`config.mk`:
```
export PLATFORM = sky130hd
export DESIGN_NAME = keyboard_serial_sniffer_keymap_unit
export DESIGN_NICKNAME = d
export VERILOG_FILES = /design/src/sv/kssk_pkg.sv /design/src/sv/kssk_ram.sv /design/src/sv/kssk_ctrl.sv /design/src/sv/kssk_datapath.sv /design/src/sv/keyboard_serial_sniffer_keymap_unit.sv
export SDC_FILE = /design/constraint.sdc
export NUM_CORES = 1
export LEC_CHECK = 0
export ABC_AREA = 1
export BUFFER_PORTS_ARGS = -buffer_cell sky130_fd_sc_hd__buf_2
export CAP_MARGIN = 20
export CORE_MARGIN = 2
export CORE_UTILIZATION = 67
export CTS_CLUSTER_SIZE = 28
export DETAILED_ROUTE_END_ITERATION = 10
export PLACE_DENSITY_LB_ADDON = 0.25
export SYNTH_ARGS = -nofsm -noshare
export SYNTH_HDL_FRONTEND = slang
export SYNTH_SLANG_ARGS = --single-unit
export TNS_END_PERCENT = 100
```
`constraint.sdc`:
```
create_clock -name clk -period 12.6 [get_ports clk]
set_input_delay 0.63 -clock clk [delete_from_list [all_inputs] [get_ports clk]]
set_output_delay 0.63 -clock clk [all_outputs]
set_load 0.01 [all_outputs]
```
`src/sv/kssk_pkg.sv`:
```
package kssk_pkg;

    // Default sizes, handed to the top level as parameter defaults.
    localparam int KEY_ENTRIES_DEF = 104;
    localparam int TIME_BITS_DEF   = 32;

    // Fixed field widths.
    localparam int CODE_W    = 7;
    localparam int BYTE_W    = 8;
    localparam int GAP_W     = 16;
    localparam int STIME_W   = 32;
    localparam int CFG_IDX_W = 2;
    localparam int CFG_DAT_W = 16;
    localparam int BITCNT_W  = 3;
    localparam int KSTATE_W  = 2;

    // Register reset values.
    localparam logic [GAP_W-1:0]  GAP_LIMIT_RST   = 16'd1000;
    localparam logic [CODE_W-1:0] CTRL_CODE_RST   = 7'd99;
    localparam logic [CODE_W-1:0] ALT_CODE_RST    = 7'd100;
    localparam logic [CODE_W-1:0] TOGGLE_CODE_RST = 7'd68;

    // Decoded byte that wipes the whole keymap.
    localparam logic [BYTE_W-1:0] CLEAR_BYTE = 8'hFD;

    // Item operation codes.
    localparam logic OP_EDGE  = 1'b0;
    localparam logic OP_QUERY = 1'b1;

    typedef enum logic [CFG_IDX_W-1:0] {
        CFG_GAP_LIMIT  = 2'd0,
        CFG_CTRL_KEY   = 2'd1,
        CFG_ALT_KEY    = 2'd2,
        CFG_TOGGLE_KEY = 2'd3
    } cfg_idx_t;

    typedef enum logic [2:0] {
        ST_IDLE,
        ST_EVAL,
        ST_RD_CTRL,
        ST_RD_ALT,
        ST_RD_KEY,
        ST_FINISH
    } ctl_state_t;

    typedef enum logic [1:0] {
        RD_SEL_CTRL,
        RD_SEL_ALT,
        RD_SEL_KEY
    } rd_sel_t;

    // Commands from the controller to the datapath.
    typedef struct packed {
        logic    load;
        logic    eval;
        logic    rd_en;
        rd_sel_t rd_sel;
        logic    cap_ctrl;
        logic    cap_alt;
        logic    finish;
    } ctl_cmd_t;

    // Status from the datapath to the controller.
    typedef struct packed {
        logic need_map;
    } dp_status_t;

endpackage

```
`src/sv/kssk_ram.sv`:
```
module kssk_ram #(
    parameter int WIDTH = 2,
    parameter int DEPTH = 104
) (
    input  logic                     clk,
    input  logic                     we,
    input  logic [$clog2(DEPTH)-1:0] waddr,
    input  logic [WIDTH-1:0]         wdata,
    input  logic [$clog2(DEPTH)-1:0] raddr,
    output logic [WIDTH-1:0]         rdata
);

    logic [WIDTH-1:0] mem [DEPTH];
    logic [WIDTH-1:0] rdata_reg;

    always_ff @(posedge clk)
    begin
        if (we)
        begin
            mem[waddr] <= wdata;
        end
        rdata_reg <= mem[raddr];
    end

    assign rdata = rdata_reg;

endmodule

```
`src/sv/kssk_ctrl.sv`:
```
module kssk_ctrl (
    input  logic                clk,
    input  logic                rst_n,
    input  logic                start,
    input  kssk_pkg::dp_status_t status,
    output kssk_pkg::ctl_cmd_t  cmd,
    output logic                busy
);

    import kssk_pkg::*;

    ctl_state_t state_reg;
    ctl_state_t state_next;

    always_ff @(posedge clk or negedge rst_n)
    begin
        if (!rst_n)
        begin
            state_reg <= ST_IDLE;
        end
        else
        begin
            state_reg <= state_next;
        end
    end

    always_comb
    begin
        state_next   = state_reg;
        cmd          = '0;
        cmd.rd_sel   = RD_SEL_KEY;
        unique case (state_reg)
            ST_IDLE:
            begin
                if (start)
                begin
                    cmd.load   = 1'b1;
                    state_next = ST_EVAL;
                end
            end
            ST_EVAL:
            begin
                cmd.eval   = 1'b1;
                state_next = status.need_map ? ST_RD_CTRL : ST_FINISH;
            end
            ST_RD_CTRL:
            begin
                cmd.rd_en  = 1'b1;
                cmd.rd_sel = RD_SEL_CTRL;
                state_next = ST_RD_ALT;
            end
            ST_RD_ALT:
            begin
                cmd.rd_en    = 1'b1;
                cmd.rd_sel   = RD_SEL_ALT;
                cmd.cap_ctrl = 1'b1;
                state_next   = ST_RD_KEY;
            end
            ST_RD_KEY:
            begin
                cmd.rd_en   = 1'b1;
                cmd.rd_sel  = RD_SEL_KEY;
                cmd.cap_alt = 1'b1;
                state_next  = ST_FINISH;
            end
            ST_FINISH:
            begin
                cmd.finish = 1'b1;
                state_next = ST_IDLE;
            end
            default:
            begin
                state_next = ST_IDLE;
            end
        endcase
    end

    assign busy = (state_reg != ST_IDLE);

endmodule

```
`src/sv/kssk_datapath.sv`:
```
module kssk_datapath #(
    parameter int KEY_ENTRIES = kssk_pkg::KEY_ENTRIES_DEF,
    parameter int TIME_BITS   = kssk_pkg::TIME_BITS_DEF
) (
    input  logic                            clk,
    input  logic                            rst_n,
    input  kssk_pkg::ctl_cmd_t              cmd,
    output kssk_pkg::dp_status_t            status,
    // Configuration write channel.
    input  logic                            cfg_valid,
    input  logic [kssk_pkg::CFG_IDX_W-1:0]  cfg_index,
    input  logic [kssk_pkg::CFG_DAT_W-1:0]  cfg_data,
    // Item fields.
    input  logic                            op,
    input  logic                            data_bit,
    input  logic [kssk_pkg::STIME_W-1:0]    time_us,
    input  logic [kssk_pkg::CODE_W-1:0]     key_index,
    // Keymap storage port.
    output logic                            km_we,
    output logic [$clog2(KEY_ENTRIES)-1:0]  km_waddr,
    output logic [kssk_pkg::KSTATE_W-1:0]   km_wdata,
    output logic [$clog2(KEY_ENTRIES)-1:0]  km_raddr,
    input  logic [kssk_pkg::KSTATE_W-1:0]   km_rdata,
    // Result.
    output logic                            done,
    output logic                            byte_valid,
    output logic [kssk_pkg::BYTE_W-1:0]     key_byte,
    output logic                            ack_request,
    output logic                            force_release,
    output logic                            pressed,
    output logic                            overlay_held_out
);

    import kssk_pkg::*;

    localparam int AW = $clog2(KEY_ENTRIES);
    localparam logic [CODE_W:0] ENTRIES_LIM = (CODE_W+1)'(KEY_ENTRIES);

    // Configuration registers.
    logic [GAP_W-1:0]  gap_limit_reg;
    logic [CODE_W-1:0] ctrl_code_reg;
    logic [CODE_W-1:0] alt_code_reg;
    logic [CODE_W-1:0] toggle_code_reg;

    // Captured item.
    logic                 op_reg;
    logic                 bit_in_reg;
    logic [TIME_BITS-1:0] time_reg;
    logic [CODE_W-1:0]    kidx_reg;

    // Line state.
    logic [BITCNT_W-1:0]  bit_count_reg;
    logic [BYTE_W-1:0]    shift_byte_reg;
    logic [TIME_BITS-1:0] last_time_reg;
    logic                 resync_reg;
    logic                 overlay_reg;
    logic [KEY_ENTRIES-1:0] key_vld_reg;

    // Results of the evaluation step.
    logic              full_reg;
    logic              ack_reg;
    logic [CODE_W-1:0] key_addr_reg;
    logic              key_ok_reg;

    // Keymap read results.
    logic rd_ok_reg;
    logic ctrl_held_reg;
    logic alt_held_reg;

    // Result registers.
    logic              done_reg;
    logic              byte_valid_reg;
    logic [BYTE_W-1:0] key_byte_reg;
    logic              ack_out_reg;
    logic              force_reg;
    logic              pressed_reg;

    // Evaluation logic.
    logic [TIME_BITS-1:0] diff;
    logic                 gap;
    logic                 dropped;
    logic [BITCNT_W-1:0]  bit_count_next;
    logic [BYTE_W-1:0]    shift_byte_next;
    logic                 full_next;
    logic [CODE_W-1:0]    code_next;
    logic [CODE_W-1:0]    key_addr_next;

    // Read and finish logic.
    logic [CODE_W-1:0]   rd_code;
    logic                rd_ok_next;
    logic                held_now;
    logic [KSTATE_W-1:0] st;
    logic                mods;
    logic                gate;
    logic [BYTE_W-1:0]   kbyte;
    logic                is_press;
    logic                toggle_hit;
    logic                wipe;

    always_comb
    begin
        diff            = time_reg - last_time_reg;
        gap             = !diff[TIME_BITS-1] && (diff > TIME_BITS'(gap_limit_reg))
                          && (bit_count_reg != '0);
        dropped         = gap && resync_reg;
        bit_count_next  = gap ? BITCNT_W'(!dropped) : (bit_count_reg + 1'b1);
        shift_byte_next = {shift_byte_reg[BYTE_W-2:0], bit_in_reg};
        full_next       = !dropped && (bit_count_next == '0) && (op_reg == OP_EDGE);
        code_next       = ~shift_byte_next[BYTE_W-1:1];
        key_addr_next   = (op_reg == OP_QUERY) ? kidx_reg : code_next;
    end

    assign status.need_map = (op_reg == OP_QUERY) || full_next;

    always_comb
    begin
        unique case (cmd.rd_sel)
            RD_SEL_CTRL: rd_code = ctrl_code_reg;
            RD_SEL_ALT:  rd_code = alt_code_reg;
            RD_SEL_KEY:  rd_code = key_addr_reg;
            default:     rd_code = key_addr_reg;
        endcase
        rd_ok_next = ({1'b0, rd_code} < ENTRIES_LIM) && key_vld_reg[rd_code[AW-1:0]];
    end

    assign km_raddr = rd_code[AW-1:0];

    always_comb
    begin
        held_now   = rd_ok_reg && km_rdata[0];
        st         = rd_ok_reg ? km_rdata : '0;
        mods       = ctrl_held_reg && alt_held_reg;
        gate       = mods || overlay_reg;
        is_press   = bit_in_reg;
        kbyte      = {~bit_in_reg, key_addr_reg};
        toggle_hit = full_reg && key_ok_reg && is_press
                     && (key_addr_reg == toggle_code_reg) && mods;
        wipe       = full_reg && (kbyte == CLEAR_BYTE);
        km_we      = cmd.finish && key_ok_reg && (full_reg || (op_reg == OP_QUERY));
        km_waddr   = key_addr_reg[AW-1:0];
        if (op_reg == OP_QUERY)
        begin
            km_wdata = {1'b0, st[0]};
        end
        else if (is_press)
        begin
            km_wdata = 2'b11;
        end
        else
        begin
            km_wdata = {st[1], 1'b0};
        end
    end

    // Configuration writes.
    always_ff @(posedge clk or negedge rst_n)
    begin
        if (!rst_n)
        begin
            gap_limit_reg   <= GAP_LIMIT_RST;
            ctrl_code_reg   <= CTRL_CODE_RST;
            alt_code_reg    <= ALT_CODE_RST;
            toggle_code_reg <= TOGGLE_CODE_RST;
        end
        else if (cfg_valid)
        begin
            unique case (cfg_idx_t'(cfg_index))
                CFG_GAP_LIMIT:  gap_limit_reg   <= cfg_data;
                CFG_CTRL_KEY:   ctrl_code_reg   <= cfg_data[CODE_W-1:0];
                CFG_ALT_KEY:    alt_code_reg    <= cfg_data[CODE_W-1:0];
                CFG_TOGGLE_KEY: toggle_code_reg <= cfg_data[CODE_W-1:0];
                default:        gap_limit_reg   <= gap_limit_reg;
            endcase
        end
    end

    // Item capture and scratch registers.
    always_ff @(posedge clk)
    begin
        if (cmd.load)
        begin
            op_reg     <= op;
            bit_in_reg <= data_bit;
            time_reg   <= TIME_BITS'(time_us);
            kidx_reg   <= key_index;
        end
        if (cmd.eval)
        begin
            full_reg     <= full_next;
            ack_reg      <= (op_reg == OP_EDGE) && (dropped || full_next);
            key_addr_reg <= key_addr_next;
            key_ok_reg   <= ({1'b0, key_addr_next} < ENTRIES_LIM);
        end
        if (cmd.rd_en)
        begin
            rd_ok_reg <= rd_ok_next;
        end
        if (cmd.cap_ctrl)
        begin
            ctrl_held_reg <= held_now;
        end
        if (cmd.cap_alt)
        begin
            alt_held_reg <= held_now;
        end
        if (cmd.finish)
        begin
            byte_valid_reg <= full_reg;
            key_byte_reg   <= full_reg ? kbyte : '0;
            ack_out_reg    <= ack_reg;
            force_reg      <= full_reg && is_press && gate;
            pressed_reg    <= (op_reg == OP_QUERY) && key_ok_reg && gate && (st != '0);
        end
    end

    // Line state and keymap valid bits.
    always_ff @(posedge clk or negedge rst_n)
    begin
        if (!rst_n)
        begin
            bit_count_reg  <= '0;
            shift_byte_reg <= '0;
            last_time_reg  <= '0;
            resync_reg     <= 1'b0;
            overlay_reg    <= 1'b0;
            key_vld_reg    <= '0;
            done_reg       <= 1'b0;
        end
        else
        begin
            done_reg <= cmd.finish;
            if (cmd.eval && (op_reg == OP_EDGE))
            begin
                resync_reg    <= gap;
                bit_count_reg <= bit_count_next;
                if (!dropped)
                begin
                    last_time_reg  <= time_reg;
                    shift_byte_reg <= shift_byte_next;
                end
            end
            if (cmd.finish)
            begin
                if (toggle_hit)
                begin
                    overlay_reg <= !overlay_reg;
                end
                if (wipe)
                begin
                    key_vld_reg <= '0;
                end
                else if (km_we)
                begin
                    key_vld_reg[key_addr_reg[AW-1:0]] <= 1'b1;
                end
            end
        end
    end

    assign done             = done_reg;
    assign byte_valid       = byte_valid_reg;
    assign key_byte         = key_byte_reg;
    assign ack_request      = ack_out_reg;
    assign force_release    = force_reg;
    assign pressed          = pressed_reg;
    assign overlay_held_out = overlay_reg;

endmodule

```
`src/sv/keyboard_serial_sniffer_keymap_unit.sv`:
```
// Keyboard serial-line sniffer with a keymap. Each item is either one falling
// edge of the keyboard clock (op low: data_bit and its time_us stamp) or a
// key query (op high: key_index). An item is taken at a clock edge where start
// is high and busy is low, and exactly one result comes back on the result
// ports for a single cycle, marked by done; the receiver cannot stall, so it
// must take every result beat in the cycle it is shown. An edge that does not
// complete a byte goes through the evaluation and finish steps only. The
// block takes no new item while busy, and busy falls in the cycle that shows
// the result of the last item. An edge that completes a byte, and every query,
// also reads the keymap three times through its single read port (the two
// modifier keys, then the key itself) and then writes the key's entry if the
// key lies within the keymap. The keymap lives in a RAM with a valid flip-flop
// per key, so both reset and the keymap clear byte wipe it by clearing those
// flip-flops, with no clearing pass.
// Configuration writes on the cfg channel are always ready and must only be
// issued while the block is idle.
module keyboard_serial_sniffer_keymap_unit #(
    parameter int KEY_ENTRIES = kssk_pkg::KEY_ENTRIES_DEF,
    parameter int TIME_BITS   = kssk_pkg::TIME_BITS_DEF
) (
    input  logic                            clk,
    input  logic                            rst_n,
    // Item channel.
    input  logic                            start,
    output logic                            busy,
    input  logic                            op,
    input  logic                            data_bit,
    input  logic [kssk_pkg::STIME_W-1:0]    time_us,
    input  logic [kssk_pkg::CODE_W-1:0]     key_index,
    // Configuration channel.
    input  logic                            cfg_valid,
    output logic                            cfg_ready,
    input  logic [kssk_pkg::CFG_IDX_W-1:0]  cfg_index,
    input  logic [kssk_pkg::CFG_DAT_W-1:0]  cfg_data,
    // Result channel.
    output logic                            done,
    output logic                            byte_valid,
    output logic [kssk_pkg::BYTE_W-1:0]     key_byte,
    output logic                            ack_request,
    output logic                            force_release,
    output logic                            pressed,
    output logic                            overlay_held_out
);

    import kssk_pkg::*;

    localparam int AW = $clog2(KEY_ENTRIES);

    ctl_cmd_t   cmd;
    dp_status_t status;

    logic                km_we;
    logic [AW-1:0]       km_waddr;
    logic [KSTATE_W-1:0] km_wdata;
    logic [AW-1:0]       km_raddr;
    logic [KSTATE_W-1:0] km_rdata;

    // Register writes always complete in the cycle they are offered.
    assign cfg_ready = 1'b1;

    // The controller sequences evaluation, keymap reads and the final update.
    kssk_ctrl u_ctrl (
        .clk    (clk),
        .rst_n  (rst_n),
        .start  (start),
        .status (status),
        .cmd    (cmd),
        .busy   (busy)
    );

    // The datapath holds the line state, the configuration and the result.
    kssk_datapath #(
        .KEY_ENTRIES (KEY_ENTRIES),
        .TIME_BITS   (TIME_BITS)
    ) u_datapath (
        .clk              (clk),
        .rst_n            (rst_n),
        .cmd              (cmd),
        .status           (status),
        .cfg_valid        (cfg_valid && cfg_ready),
        .cfg_index        (cfg_index),
        .cfg_data         (cfg_data),
        .op               (op),
        .data_bit         (data_bit),
        .time_us          (time_us),
        .key_index        (key_index),
        .km_we            (km_we),
        .km_waddr         (km_waddr),
        .km_wdata         (km_wdata),
        .km_raddr         (km_raddr),
        .km_rdata         (km_rdata),
        .done             (done),
        .byte_valid       (byte_valid),
        .key_byte         (key_byte),
        .ack_request      (ack_request),
        .force_release    (force_release),
        .pressed          (pressed),
        .overlay_held_out (overlay_held_out)
    );

    // Two bits per key: bit 0 is held, bit 1 is sticky until queried.
    kssk_ram #(
        .WIDTH (KSTATE_W),
        .DEPTH (KEY_ENTRIES)
    ) u_keymap (
        .clk   (clk),
        .we    (km_we),
        .waddr (km_waddr),
        .wdata (km_wdata),
        .raddr (km_raddr),
        .rdata (km_rdata)
    );

`ifndef SYNTHESIS
    // A result beat always closes an item that was in flight.
    a_done_after_busy: assert property (@(posedge clk) disable iff (!rst_n)
        done |-> $past(busy))
        else $error("result beat without an item in flight");

    // A taken item keeps the block busy on the next cycle.
    a_busy_after_start: assert property (@(posedge clk) disable iff (!rst_n)
        (start && !busy) |=> busy)
        else $error("item taken but block not busy");

    // Every decoded byte asks for the handshake pulse.
    a_byte_acks: assert property (@(posedge clk) disable iff (!rst_n)
        (done && byte_valid) |-> ack_request)
        else $error("decoded byte without handshake request");

    // A forced release only ever accompanies a decoded press.
    a_force_on_press: assert property (@(posedge clk) disable iff (!rst_n)
        (done && force_release) |-> (byte_valid && !key_byte[7]))
        else $error("force release outside a decoded press");

    // A query answer never comes with a decoded byte.
    a_pressed_excl: assert property (@(posedge clk) disable iff (!rst_n)
        (done && pressed) |-> (!byte_valid && !ack_request))
        else $error("query answer mixed with edge result");
`endif

endmodule

```
Word-level counts from Yosys, hierarchy flattened --
Memory sizes are Yosys's and may differ from the RTL's. A register that Yosys moved wholly into a read port is not among the register bits. Cells that the tools add are included.
Word-level totals: logic and storage cells 123, memories kept 1, flip-flop bits (word level) 255, input port bits 63, RAM bits 208
Cells by class: order comparisons 6, equal/unequal tests 12, reduce and logical (&&, ||, !) cells 45, add/subtract/negate cells 2, muxes and demuxes 24, bitwise operators 5
Memories:
- u_keymap.mem | words 104, width 2, rd ports 1, clocked after Yosys merged registers in 1, wr ports 1, line kssk_ram.sv:13 | logic [WIDTH-1:0] mem [DEPTH];
Operators with widths (count):
- two-way mux 104 bit | 2
- bitwise OR 104 bit | 1
- greater-than comparator 32 x 16 -> 1 bit | 1
- subtractor 32 bit | 1
- logical AND 1 bit | 23
- less-than comparator 7 x 8 -> 1 bit (second input constant) | 2
- one-hot mux 3 bit (5 select lines) | 1
- less-than comparator 7 bit (second input constant) | 2
- one-hot mux 7 bit (2 select lines) | 1
- AND reduction 2 bit | 7
- two-way mux 1 bit | 10
- two-way mux 3 bit | 3
- one-hot mux 3 bit (3 select lines) | 1
- == test 8 bit (second input constant) | 1
- binary-select mux 1 bit (select 7 bit) | 1
- demux 1 bit (select 7 bit) | 1
- == test 7 bit | 1
- >= comparator 7 x 1 -> 1 bit (second input constant) | 1
- two-way mux 7 bit | 1
- inverter 7 bit | 1
- == test 3 x 2 -> 1 bit (second input constant) | 2
- == test 3 bit (second input constant) | 2
- zero test 3 bit | 2
- two-way mux 2 bit | 3
- 11 further kinds | 23

Logic depth before layout (Yosys ltp) --
Gate-level depths: netlist (run 1).
depth after elaboration 13, mapped depth 29, gate-level depth less buffers 29

Cells and area by module --
Synthesis (run 1) repeated with hierarchy kept, for this count alone.
Second synthesis, totals: cell total of the unflattened synthesis 2672, area, all modules 23115.9 um^2
By module, submodules not included:
- kssk_datapath | cells an instance 1796, area an instance 13897.1 um^2, times used 1
- kssk_ram | cells an instance 841, area an instance 9013.6 um^2, times used 1
- kssk_ctrl | cells an instance 33, area an instance 193.9 um^2, times used 1
- keyboard_serial_sniffer_keymap_unit | cells an instance 2, area an instance 11.3 um^2, times used 1

Worst setup path before layout (run 1) --
No wires, ideal clock.
path kind flip-flop to flip-flop, start register u_datapath.op_reg, end memory u_keymap.mem[0][0], data pin, slack 6.845 ns, data arrival time 4.744 ns, buffers on the path 1, setup time 1.011 ns, stages on the path, launching flop included 4, path through edfxtp_1 clkbuf_1 inv_1 o21ai_0
On the way: cells in the longest elaborated chain, start to end 1
Ends and longest elaborated chain:
- start: declaration | line kssk_datapath.sv:46 | logic op_reg;
- start signal: assignment | line kssk_datapath.sv:182 | op_reg <= op;
- two-way mux 2 bit | line kssk_datapath.sv:141 | if (op_reg == OP_QUERY)
- named net km_wdata[0] | line keyboard_serial_sniffer_keymap_unit.sv:54 | logic [KSTATE_W-1:0] km_wdata;
- end: declaration | line kssk_ram.sv:13
The timed path passes the listed nets, and every way through them passes these cells.

Worst setup path after layout (run 1) --
start register u_ctrl.state_reg[2], end register u_datapath.rd_ok_reg, data pin
On the way: cells in the longest elaborated chain, start to end 7, elaborated cells between the ends (all ways) 11
Ends and longest elaborated chain:
- start: declaration | line kssk_ctrl.sv:12 | ctl_state_t state_reg;
- start signal: assignment | line kssk_ctrl.sv:23 | state_reg <= state_next;
- == test 3 bit / == test 3 x 2 -> 1 bit (equally long branches) | line kssk_ctrl.sv:32 | unique case (state_reg)
- one-hot mux 3 bit (3 select lines) * | line kssk_ctrl.sv:32
- == test 2 x 1 -> 1 bit / zero test 2 bit (equally long branches) | line kssk_datapath.sv:117 | unique case (cmd.rd_sel)
- one-hot mux 7 bit (2 select lines) * | line kssk_datapath.sv:117
- binary-select mux 1 bit (select 7 bit) | line kssk_datapath.sv:123 | rd_ok_next = ({1'b0, rd_code} < ENTRIES_LIM) && key_vld_reg[rd_code[AW-1:0]];
- two-way mux 1 bit (implied by the code) | line kssk_datapath.sv:123
- logical AND 1 bit * | line kssk_datapath.sv:123
- named net u_datapath.rd_ok_next | line kssk_datapath.sv:90 | logic rd_ok_next;
- end signal: assignment | line kssk_datapath.sv:196 | rd_ok_reg <= rd_ok_next;
- end: declaration | line kssk_datapath.sv:66 | logic rd_ok_reg;
The timed path passes the listed nets; every way through them passes the cells marked *. The select of a mux whose other input is x is not followed. A chain may end at the register's enable or synchronous reset.

==> results of run 1 <==
metal layers:
layer	up-vias	global-route usage	part of all wire
li1	8109	-	-
met2	966	0.549	0.48
met5	-	0	0.00041
met1	8237	0.421	0.38
met4	4	0.160	0.047
met3	217	0.0589	0.095
where the power goes:
group | internal [W] | switching [W]
sequential | 0.00188 | 0.000105
combinational | 0.000705 | 0.00169
clock | 0.000738 | 0.000580
kinds of logic after synthesis:
logic type	synth area share
AND/OR/NAND/NOR	0.229
flip-flops	0.589
buffers and inverters	0.0649
AO/OA/AOI/OAI	0.0814
adder cells (fa/ha/maj)	0.0286
XOR/XNOR	0.00713
other	0.000170
layout make-up:
| type | instances | area, sq um | share of cell area |
|---|---|---|---|
| clock buffers | 63 | 1280 | 0.0530 |
| clock inverters | 21 | 161 | 0.00666 |
| inverters | 263 | 990 | 0.0408 |
| multi-input cells | 1623 | 7700 | 0.318 |
| flip-flops and latches | 465 | 13000 | 0.537 |
| well taps | 442 | 553 | 0.0228 |
| repair buffers | 93 | 542 | 0.0223 |
worst paths after layout:
kind / to / depth (start not counted) / start
setup / recovery: u_datapath.rd_ok_reg / 16 / u_ctrl.state_reg[2]
hold / removal: u_datapath.last_time_reg[16] / 1 / rst_n
setup reg to reg: u_datapath.rd_ok_reg / 16 / u_ctrl.state_reg[2]
hold reg to reg: u_datapath.ack_request / 0 / u_datapath.ack_reg
max in group asynchronous: u_datapath.key_vld_reg[36] / 2 / rst_n
min in group clk: u_datapath.time_reg[15] / 1 / time_us[15]
worst max-delay path, stage by stage (launching register included):
cell     delay (ns)
dfrtp_1        0.43
inv_2          0.14
nand2_4        0.13
nor2_8         0.18
nand2_2        0.09
nand3_4        0.07
buf_4          0.68
inv_4          0.55
buf_4          0.52
nand2_1        0.14
nand3_1        0.09
nand3_1        0.14
nand3_1        0.11
nand3_1        0.14
nand3_1        0.09
a21oi_1        0.18
nor2_1         0.06
metrics by stage:
step	power (W)	std cells	instance area (sq um)	hold WS (ns)	worst slack [ns]
after global routing	0.00605	2970	24200	0.219	8.13
after floorplan	0.00368	2442	22100	0.334	6.85
after global placement	0.00426	2884	22800	0.406	8.75
after detailed placement	0.00435	2884	22800	0.421	8.58
final	0.00570	2970	24200	0.156	8.49
after CTS	0.00566	2968	24200	0.215	8.55
synthesized netlist by cell type (8+ instances only):
cell      count
o211ai_1      8
o22ai_1      35
nor3_1       17
o21ai_0     141
buf_2        37
clkbuf_1     39
xor2_1       15
nand4_1       9
o221ai_1     15
nor2_1      530
a21oi_1      84
clkinv_1      8
nand2_1     481
dfrtp_1     174
nand3_1     176
edfxtp_1    274
ha_1         49
inv_1       248
dfstp_2      15
==> impl_summary.txt, run 1 <==
----------------------------------------------------
[Global routing]
  Maximum number of pins on one net before global-route repair ... about 120
  Global-route wire length before repair ... around 88000 microns
  Number of antenna violations at the first check in global routing ... 2
  Number of global-route vias before repair ... 17300
  Total congestion overflow ... 0
  Overall global routing resource usage ... 0.330

[Logic synthesis]
  Post-synth top flop ... edfxtp_1
  Synthesis-stage register bit count ... 465
  Async set or reset register ratio after synthesis ... 0.406
  Post-synthesis instance area ... approximately 0.022 sq mm
  Unique masters post-synth ... 53
  Yosys top cell area share ... 0.372
  Cell types occupying the most area after synthesis ... edfxtp_1 (37%), dfrtp_1 (20%), nor2_1 (9.0%)
  Sequential element share of the synthesized area ... 0.589
  Area leader, netlist ... edfxtp_1
  Number of instances in the synthesized netlist ... approximately 2400
  Number of synthesized flops with an enable pin ... 274
  Synth Net Count ... around 2600
  Yosys Warn Count ... 0
  Post-Synthesis Mean Instance Area ... 9.05 sq um

[STA]
  Number of pins exceeding their max-slew limit in the final report ... 0
  Slew headroom ... 0.286
  Setup repair after global routing missed its margin ... no
  Final count of negative-setup-slack endpoints ... 0
  Setup TNS ... 0 ns
  Period utilisation layout ... 0.326
  Final clock skew ... about 0.021 ns
  Peak clock frequency supported by timing ... 243 MHz
  Final worst path period need ... just over 4 ns
  Slew of the pin with the lowest slew margin ... roughly 1.1 ns
  Final number of hold-violating endpoints ... 0

[Routing]
  Detailed-router iteration count before antenna repair ... 6
  Total number of vias ... 17500
  Count of antenna-violating nets left after detailed routing ... 0
  Mean number of vias per cell ... about 5.9
  DRT Wirelength ... approximately 56000 microns
  WL per Instance ... 18.7 microns
  Number of violations reported at the end of detailed-routing iteration 0 ... ~2000
  DRC violations left ... 0

[Die]
  Area of the core ... 0.0325 sq mm
  Die X-Extent ... between 150 and 200 microns
  # rows ... 66
  Floorplan die area ... between 0.03 and 0.04 sq mm
  I/O pin cnt ... between 70 and 80
  Initial Utilization ... 0.679
  Floorplan die height ... 186 microns

[Worst setup path]
  CP Launch Type ... register
  Critical Setup Path Class ... register to register
  Critical path data arrival time ... 4.43 ns
  Nature of the critical path endpoint ... register
  CP Data Required Time ... about 13 ns
  Maximum net fanout on the critical path ... 91
  Register-to-register path setup slack ... 8.49 ns

[Cells and area]
  Area growth, synth to finish ... 9.72%
  Share of cells above drive strength 1 ... 0.0882
  Core occupancy in the finished layout ... 0.745
  Flip-flop count of the largest register, all copies and words added ... ~210
  Filler Cells Inserted ... about 2300
  Antenna cells ... 0
  Most common cell after layout, fill and taps aside ... nor2_1
  Leading cell types in the layout, fill and taps excluded ... nor2_1 (528), nand2_1 (481), edfxtp_1 (274)
  Net count, final ... between 2000 and 3000

[Place]
  Sum of net half-perimeters after detailed placement ... approximately 35000 microns
  Routability cong. ... around 0.9
  Total of buffers placed on input and output ports ... 77

[CTS]
  Sinks on Clock Net ... between 400 and 500
  CTS tree ... built
  Total clock buffers created by CTS ... 45
  Post-cts resize count ... 0
  H-Tree Level Count ... 2
  Root Buffer Master ... clkbuf_16
  Clock Pin Slew Worst Setup and Hold Paths ... approximately 0.06 ns
  # hold bufs at CTS ... 0
  Setup fix buffers added after clock tree synthesis ... 0
  Clock buffer depth ... 3
  Clk Latency, worst-skew pair ... 0.57 ns

[Pwr]
  Ratio of total power to cell area ... around 240 mW/mm^2
  Reported leakage power ... roughly 11 nW
  Max IR drop VDD ... 0.184 mV

[Status]
  Outcome ... finished, final reports clean

[Job]
  Number of maximum-capacitance constraint violations ... 0

[Hold path]
  Hold Path Class ... primary input to asynchronous set/reset pin

----------------------------------------------------
Note: power is estimated with default switching activity, not from simulation.
==> inputs of run 2 (changes only) <==
--- a/config.mk
+++ b/config.mk
@@ -5,11 +5,11 @@
 export SDC_FILE = /design/constraint.sdc
 export NUM_CORES = 1
 export LEC_CHECK = 0
-export ABC_AREA = 1
+export ABC_AREA = 0
 export BUFFER_PORTS_ARGS = -buffer_cell sky130_fd_sc_hd__buf_2
 export CAP_MARGIN = 20
 export CORE_MARGIN = 2
-export CORE_UTILIZATION = 67
+export CORE_UTILIZATION = 62
 export CTS_CLUSTER_SIZE = 28
 export DETAILED_ROUTE_END_ITERATION = 10
 export PLACE_DENSITY_LB_ADDON = 0.25
==> constraint.sdc (replaced) <==
create_clock -name clk -period 4.3 [get_ports clk]
set_input_delay 0.215 -clock clk [delete_from_list [all_inputs] [get_ports clk]]
set_output_delay 0.215 -clock clk [all_outputs]
set_load 0.01 [all_outputs]
==> run 2 against run 1 <==
  * The flow now finishes with violations (setup timing)
  * Die area is 2.6% higher
  * Flip-flop and latch count stayed put
  * First-iteration DRC count is 32% lower
  * Highest routed layer is now met4
  * Maximum frequency is 12% lower
  * Global-route usage is 3.7 points lower
  * Register-to-register slack worse by 8.9 ns
==> impl_summary.txt, run 2 <==
----------------------------------------------------
[CTS]
  Sinks on Clock Net ... 465 (unchanged)
  H-Tree Level Count ... 2 (unchanged)
  Clock Pin Slew Worst Setup and Hold Paths ... 0.06 ns (about the same)
  Clock buffer depth ... 3 (unchanged)
  CTS tree ... built
  Root Buffer Master ... clkbuf_16
  Total clock buffers created by CTS ... 47 (+4.4%)
  Clk Latency, worst-skew pair ... 0.57 ns (about the same)

[STA]
  Setup repair after global routing missed its margin ... yes
  Final worst path period need ... 4.68 ns (+0.570 ns)
  Final count of negative-setup-slack endpoints ... 48 (+48)
  Slew of the pin with the lowest slew margin ... 1.13 ns (+0.0665 ns)
  Setup TNS ... -15.70 ns (-15.70 ns)
  Period utilisation layout ... 1.09 (+0.762)
  Final clock skew ... 0.0131 ns (-0.00747 ns)
  Final number of hold-violating endpoints ... 0 (unchanged)
  Slack of the critical path ... -0.377 ns (-8.87 ns)
  Slew headroom ... 0.245 (-0.0404)
  Peak clock frequency supported by timing ... 214 MHz (-12%)
  Number of pins exceeding their max-slew limit in the final report ... 0 (unchanged)

[Die]
  Floorplan die area ... 0.0353 sq mm (+2.6%)
  Floorplan die height ... 188 microns (+1.3%)
  # rows ... 67 (+1.5%)
  Die X-Extent ... 188 microns (+1.3%)
  I/O pin cnt ... 79 (unchanged)
  Initial Utilization ... 0.628 (-0.0516)
  Area of the core ... 0.0334 sq mm (+2.8%)

[Routing]
  Number of violations reported at the end of detailed-routing iteration 0 ... 1376 (-32%)
  WL per Instance ... 22.8 microns (+22%)
  Detailed-router iteration count before antenna repair ... 6 (unchanged)
  DRC violations left ... 0 (unchanged)
  Total number of vias ... 13700 (-22%)
  Mean number of vias per cell ... 6.21 (+5.3%)
  DRT Wirelength ... 50200 microns (-9.8%)
  Count of antenna-violating nets left after detailed routing ... 0 (unchanged)

[Cells and area]
  Share of cells above drive strength 1 ... 0.258 (+0.170)
  Filler Cells Inserted ... 1970 (-15%)
  Most common cell after layout, fill and taps aside ... edfxtp_1
  Final Instance Area ... 0.0250 sq mm (+3.3%)
  Core occupancy in the finished layout ... 0.749 (+0.00355)
  Area growth, synth to finish ... 19.3%
  Flip-flop count of the largest register, all copies and words added ... 208 (unchanged)
  Net count, final ... 1826 (-30%)
  Leading cell types in the layout, fill and taps excluded ... edfxtp_1 (274), dfrtp_1 (174), nor2_1 (149)

[Logic synthesis]
  Cell types occupying the most area after synthesis ... edfxtp_1 (39%), dfrtp_1 (21%), mux4_2 (8.4%)
  Yosys Warn Count ... 0 (unchanged)
  Unique masters post-synth ... 62 (+17%)
  Async set or reset register ratio after synthesis ... 0.406 (unchanged)
  Area leader, netlist ... edfxtp_1
  Synth Net Count ... 1626 (-36%)
  Number of synthesized flops with an enable pin ... 274 (unchanged)
  Yosys top cell area share ... 0.392 (+0.0196)
  Synthesis-stage register bit count ... 465 (unchanged)
  Most common library cells after synthesis ... edfxtp_1 (274), dfrtp_1 (174), nor2_1 (151)
  Number of instances in the synthesized netlist ... 1513 (-38%)
  Post-synth top flop ... edfxtp_1
  Sequential element share of the synthesized area ... 0.620 (+0.0311)
  Post-synthesis instance area ... 0.0210 sq mm (-5.0%)
  Most instantiated library cell after synthesis ... edfxtp_1
  Post-Synthesis Mean Instance Area ... 13.9 sq um (+53%)

[Global routing]
  Number of antenna violations at the first check in global routing ... 1 (-1)
  Number of global-route vias before repair ... 14600 (-16%)
  Maximum number of pins on one net before global-route repair ... 117 (unchanged)
  Overall global routing resource usage ... 0.293 (-0.0368)
  Global-route wire length before repair ... 79600 microns (-9.2%)
  Total congestion overflow ... 0 (unchanged)

[Place]
  Area of placed instances ... 0.0223 sq mm (-2.1%)
  Sum of net half-perimeters after detailed placement ... 30300 microns (-13%)
  Total of buffers placed on input and output ports ... 77 (unchanged)
  Setup slack at placement ... -0.371 ns (-8.95 ns)
  Routability cong. ... 0.896 (-3.2%)

[Worst setup path]
  Nature of the critical path endpoint ... register
  CP cell instances ... inv_1 -> ha_2 -> fa_2 -> nand2b_4 -> a21oi_4 -> nand2b_4 -> a31oi_4 -> buf_6 -> xnor2_1 -> ha_1 -> nand4_1 -> buf_4 -> a2111oi_4 -> a211oi_2 -> nor2_1 -> a311oi_1 -> nand4_1 -> nor4_4 -> a311o_1 -> o21ai_4 -> buf_6 -> buf_16 -> mux2_4
  Critical path data arrival time ... 5.13 ns (+0.70 ns)
  Maximum net fanout on the critical path ... 8 (-91%)
  Slowest stage delay, CP ... 0.39 ns (-0.29 ns)
  CP Launch Type ... register
  CP Data Required Time ... 4.76 ns (-8.16 ns)
  Critical-path top delay cell ... a311o_1
  Critical Setup Path Class ... register to register

[Status]
  Violations in the final reports ... setup timing
  Outcome ... finished, violations left

[Pwr]
  Max IR drop VDD ... 0.657 mV (+260%)
  Ratio of total power to cell area ... 703 mW/mm^2 (+200%)
  Reported leakage power ... 9.92 nW (-7.0%)

[Hold path]
  Hold Path Class ... primary input to register

[Job]
  Number of maximum-capacitance constraint violations ... 0 (unchanged)

----------------------------------------------------
==> run 2: changes by cell type after synthesis, sizes merged, moves of 33 or more <==
cell,previous run,this run
nand2,487,75
nand3,181,12
o21a,0,112
mux4,0,78
inv,255,69
mux2,0,80
o22ai,35,2
nor2,537,151
o21ai,149,56
==> run 2: cell type report <==
| type | count | area [sq um] | share of cell area |
|---|---|---|---|
| multi-input combinational | 909 | 7800 | 0.312 |
| tap | 448 | 561 | 0.0224 |
| sequential | 465 | 13000 | 0.520 |
| timing repair buffer | 221 | 1760 | 0.0703 |
| clock buffer | 60 | 1320 | 0.0526 |
| clock inverter | 27 | 323 | 0.0129 |
| inverter | 69 | 259 | 0.0103 |
| antenna | 1 | 2.50 | 0.0000999 |
==> run 2: repair_timing <==
item / CTS / global route
resized for setup: 57 / 25
setup buffers: 8 / 7
setup endpoints to repair: 47 / 48
endpoints found under the hold margin: 177 / 0
hold buffers: 58 / 0
cloned: 3 / 1
pin swaps: 15 / 18
==> run 2: per-stage QoR <==
stage	hold slack (ns)	instances	power, W
after detailed placement	0.393	2036	0.0124
after global routing	0.0798	2200	0.0185
after floorplan	-0.0806	1513	0.0103
after CTS	0.0289	2192	0.0172
final	0.0597	2200	0.0176
after global placement	0.391	2036	0.0122
==> run 2: power breakdown <==
part / internal, W / switching, W
Clock: 0.00259 / 0.00171
Combinational: 0.00332 / 0.00400
Sequential: 0.00555 / 0.000450
Total: 0.0115 / 0.00616
==> run 2: per-layer routing <==
| layer | global-route usage | vias to the layer above | share of wire |
|---|---|---|---|
| li1 | - | 6052 | - |
| met1 | 0.364 | 6874 | 0.38 |
| met2 | 0.506 | 608 | 0.51 |
| met3 | 0.0539 | 136 | 0.068 |
| met4 | 0.125 | 0 | 0.042 |
| met5 | 0 | - | 0 |
==> run 2: kinds of logic (layout without fill, tap and decap cells) <==
family / count (synthesis) / after routing / synth area share
AO/OA/AOI/OAI: 311 / 311 / 0.0986
XOR/XNOR: 34 / 34 / 0.0142
adder cells (fa/ha/maj): 50 / 50 / 0.0302
buffers and inverters: 139 / 377 / 0.0264
flip-flops: 465 / 465 / 0.620
multiplexers: 184 / 184 / 0.139
other: 1 / 2 / 0.000179
AND/OR/NAND/NOR: 329 / 329 / 0.0714
==> run 2: final timing paths <==
check,startpoint,cells after the start,end,slack (ns)
worst min register to register,u_datapath.ack_reg,0,u_datapath.ack_request,0.44
worst max register to register,u_datapath.time_reg[0],23,u_datapath.last_time_reg[16],-0.38
min in group asynchronous,rst_n,2,u_datapath.shift_byte_reg[3],0.31
worst min-delay path,start,4,u_ctrl.state_reg[0],0.06
max in group asynchronous,rst_n,3,u_datapath.key_vld_reg[34],2.79
worst max-delay path,u_datapath.time_reg[0],23,u_datapath.last_time_reg[16],-0.38
==> run 2: critical path: cells and delay by family (launching register included) <==
family / cells / cell delay (ns)
compound gates: 7 / 1.28
simple gates: 6 / 0.90
fa+ha+maj: 3 / 0.85
buf+inv: 5 / 0.70
flops: 1 / 0.37
mux: 1 / 0.31
xor+xnor: 1 / 0.12
